===== config.mk =====
export PLATFORM = sky130hd
export DESIGN_NAME = mtfs_cell
export DESIGN_NICKNAME = d
export VERILOG_FILES = /design/src/hw/rtl/mtfs_pkg.sv /design/src/hw/rtl/mtfs_cell.sv
export SDC_FILE = /design/constraint.sdc
export NUM_CORES = 1
export LEC_CHECK = 0
export ABC_CLOCK_PERIOD_IN_PS = 5200
export BUFFER_PORTS_ARGS = -buffer_cell sky130_fd_sc_hd__buf_2
export CORE_ASPECT_RATIO = 1.25
export CORE_MARGIN = 10
export CORE_UTILIZATION = 46
export CTS_BUF_LIST = sky130_fd_sc_hd__clkbuf_2 sky130_fd_sc_hd__clkbuf_4 sky130_fd_sc_hd__clkbuf_8
export DETAILED_ROUTE_END_ITERATION = 10
export PLACE_DENSITY_LB_ADDON = 0.12
export SLEW_MARGIN = 15
export SYNTH_ARGS = -nofsm -noshare
export SYNTH_HDL_FRONTEND = slang
export SYNTH_SLANG_ARGS = --single-unit

===== constraint.sdc =====
create_clock -name i_clk -period 5.2 [get_ports i_clk]
set_clock_uncertainty 0.15 [all_clocks]
set_input_delay 1.04 -clock i_clk [delete_from_list [all_inputs] [get_ports i_clk]]
set_output_delay 1.04 -clock i_clk [all_outputs]
set_load 0.005 [all_outputs]

===== src/hw/rtl/mtfs_pkg.sv =====
`default_nettype none

package mtfs_pkg;

    localparam int WORD_W  = 32;
    localparam int SLOT_W  = 6;
    localparam int POS_W   = 6;
    localparam int COMP_W  = 7;
    localparam int CFG_W   = 7;

    localparam logic FUNC_LOAD   = 1'b0;
    localparam logic FUNC_SEARCH = 1'b1;

    typedef logic signed [WORD_W-1:0] t_word;

    typedef enum logic [1:0] {
        S_IDLE,
        S_SCAN,
        S_RESTORE,
        S_DONE
    } t_state;

    typedef struct packed {
        logic              shift;
        logic              load;
        logic [SLOT_W-1:0] slot;
        t_word             data;
        t_word             tail;
    } t_cell_ctl;

endpackage

`default_nettype wire


===== src/hw/rtl/mtfs_cell.sv =====
`default_nettype none

module mtfs_cell #(
    parameter int CELL_IDX = 0,
    parameter int CNT_W    = 7
) (
    input  wire                logic        i_clk,
    input  wire                mtfs_pkg::t_cell_ctl i_ctl,
    input  wire                logic [CNT_W-1:0] i_cnt,
    input  wire                mtfs_pkg::t_word i_next,
    output                     mtfs_pkg::t_word o_entry
);
    import mtfs_pkg::*;

    localparam bit LOADABLE = (CELL_IDX < (2 ** SLOT_W));

    t_word r_entry;
    logic  w_in_use;
    logic  w_last;
    logic  w_load_hit;

    assign w_in_use   = (CNT_W'(CELL_IDX) < i_cnt);
    assign w_last     = (CNT_W'(CELL_IDX + 1) == i_cnt);
    assign w_load_hit = LOADABLE && (i_ctl.slot == SLOT_W'(CELL_IDX));

    // load a slot, or advance the ring toward the head
    always_ff @(posedge i_clk) begin
        if (i_ctl.load && w_load_hit) begin
            r_entry <= i_ctl.data;
        end else if (i_ctl.shift && w_in_use) begin
            r_entry <= w_last ? i_ctl.tail : i_next;
        end
    end

    assign o_entry = r_entry;

endmodule

`default_nettype wire


==> results.md <==
- Status: completed
- Total of max-cap violations: 0
- DRC: 0
- Hold Buf Count CTS: 0
- Chip width: 79.10 um
- Post_cts resized: 0
- Starting DRT DRC Count: 189
- Slew @ Worst Pin: 0.4913 ns
- Post-DP HPWL: 4.892 mm
- Setup Viol. Count Final: 0
- Number of global-route vias before repair: 2130
- Final nets: 466
- Int Power: 0.4688 mW
- Worst-path clk slew: 0.06 ns
- RSZ-0062 raised after global routing: false
- Ys async rst share: 0%
- Clock buffer depth: 2
- Required @ worst endpoint: 5.05 ns
- Core ar.: 4164 um2
- Die area: 7425 um2
- Root Driver: clkbuf_8
- Comb pwr share: 17.7%
- N_diodes: 0
- Crit end category: register
- Number of synthesized register bits: 32
- GRT Total Usage: 16.50%
- Crit path max fanout: 65
- Peak supply drop: 0.0001339 V
- CTS buffer count: 5
- Syn Area/Cell: 8.925 um2
- Gate Count Post-Synth: 225
- Vias/cell: 5.168
- Top Ports: 144
- Syn_nets: 337
- Vias: 2124
- # fillers: 412
- Syn. warnings: 0
- Grt total ovfl: 0
- Routed len/inst: 15.66 um
- Top-area cell type share of the netlist area: 47.85%
- Finished Layout Cells: 411
- Cells after DPL: 403
- FMAX: 0.3189 GHz
- Synth area leader: edfxtp_1
- Max Transition Viols Final: 0
- Post CTS Setup Buffer Count: 0
- Final period utilization: 60.30%
- Die Span Y: 93.87 um
- Rows: 26
- Most common cell in the synthesized netlist: or3_1
- Crit path time final: 3.136 ns
- Clk network pwr share: 30.5%
- Cell Area, Synth: 2008 um2
- Pre-CTS WS: 1.759 ns
- EDFF count, synth: 32
- Top cells by area, synth: edfxtp_1, or3_1, a31oi_1
- Largest net degree at the start of global routing: 66
- Element type at the critical path start: input pin
- NetSw: 0.1369 mW
- Top_reg_cell synth: edfxtp_1
- Area growth from synthesis to layout: 37.82%
- Net Sw Frac: 22.60%
- Final Wtd Congestion: 0.7570
- Setup ws final: 2.064 ns
- Post-synth cell types: 15
- Max H-tree Level: 2
- Setup CP Type: input pin to register
- First-pass GRT wire length: 9.963 mm
- Critical Path AT: 2.99 ns
- Sum of negative setup slack: 0 ns
- Slew HR: 67.25%
- Layout cells sized above 1: 43.94%
- PwrDens: 218.9 nW/um2
- CTS tree: yes
- Remaining antenna violation count: 0
- Sequential share of power: 51.8%
- CTS sink count: 32
- Initial Util: 48.23%
- Max reg flops: 32
- Final hold viol count: 0
- Final WL: 6.437 mm
- Leakage power: 1.241 nW
- Hold Crit Class: input pin to register
- Port bufs: 143
- Initial antenna violation count: 0
- 1st-pass router iterations: 4
- Sequential fraction of the synthesis area: 47.85%
per-stage QoR:
stage	power [mW]	utilization (%)	cell area (um2)	hold WS (ns)
2_1_floorplan	0.3595	-	2008	1.150
3_3_place_gp	0.4268	64.36	2680	1.242
3_5_place_dp	0.4286	64.36	2680	1.248
4_1_cts	0.6119	66.47	2768	0.9632
5_1_grt	0.6390	66.47	2768	0.9711
6_report	0.6057	66.47	2768	0.9703
placed cells by master, fill, tap and decap left out, drive strengths merged:
cell type	synthesis	routed
buf	8	148
nor3	32	32
or2	1	1
or3	33	33
clkinv	0	1
clkbuf	18	7
or4b	1	1
o21ai	32	32
nand2	1	1
edfxtp	32	32
a31oi	32	32
or3b	1	1
or4	1	1
inv	32	32
o41ai	1	1
logic make-up (layout without fill, tap and decap cells):
family,Yosys count,after routing,share of synthesized area [%]
simple gates,70,70,20.25
compound gates,65,65,18.38
buf+inv,58,188,13.52
flops,32,32,47.85
metal layers:
metal,share of wire [%],wire [um],global-route usage [%]
met1,38,2427,17.29
met2,51,3279,29.50
met3,10,646,6.705
met4,1.3,82,4.641
met5,0,0,0
power groups by stage:
stage,Combinational (mW),Clock (mW),Sequential [mW]
4_1_cts,0.109,0.189,0.314
3_3_place_gp,0.107,0,0.319
2_1_floorplan,0.0353,0,0.324
6_report,0.107,0.185,0.314
3_5_place_dp,0.109,0,0.320
5_1_grt,0.121,0.203,0.316
worst paths after layout:
| check | cells after the start | slack, ns | to | startpoint |
|---|---|---|---|---|
| worst max-delay path | 5 | 2.06 | o_entry[0] | i_cnt[4] |
| worst min-delay path | 3 | 0.97 | o_entry[24] | i_ctl[56] |
worst max-delay path, cell delays in order:
cell,delay (ns)
buf_2,0.10
or4_4,0.78
o41ai_1,0.35
nand2_1,0.35
buf_4,0.35
cell type report:
cell class | instances | area, um2 | share of cell area (%)
Sequential cell | 32 | 960.9 | 34.72
Timing Repair Buffer | 148 | 753.2 | 27.22
Inverter | 32 | 120.1 | 4.340
Tap cell | 56 | 70.07 | 2.532
Clock buffer | 7 | 83.83 | 3.029
Clock inverter | 1 | 3.754 | 0.1356
Multi-Input combinational cell | 135 | 775.7 | 28.03
(Power assumes the default switching activity.)
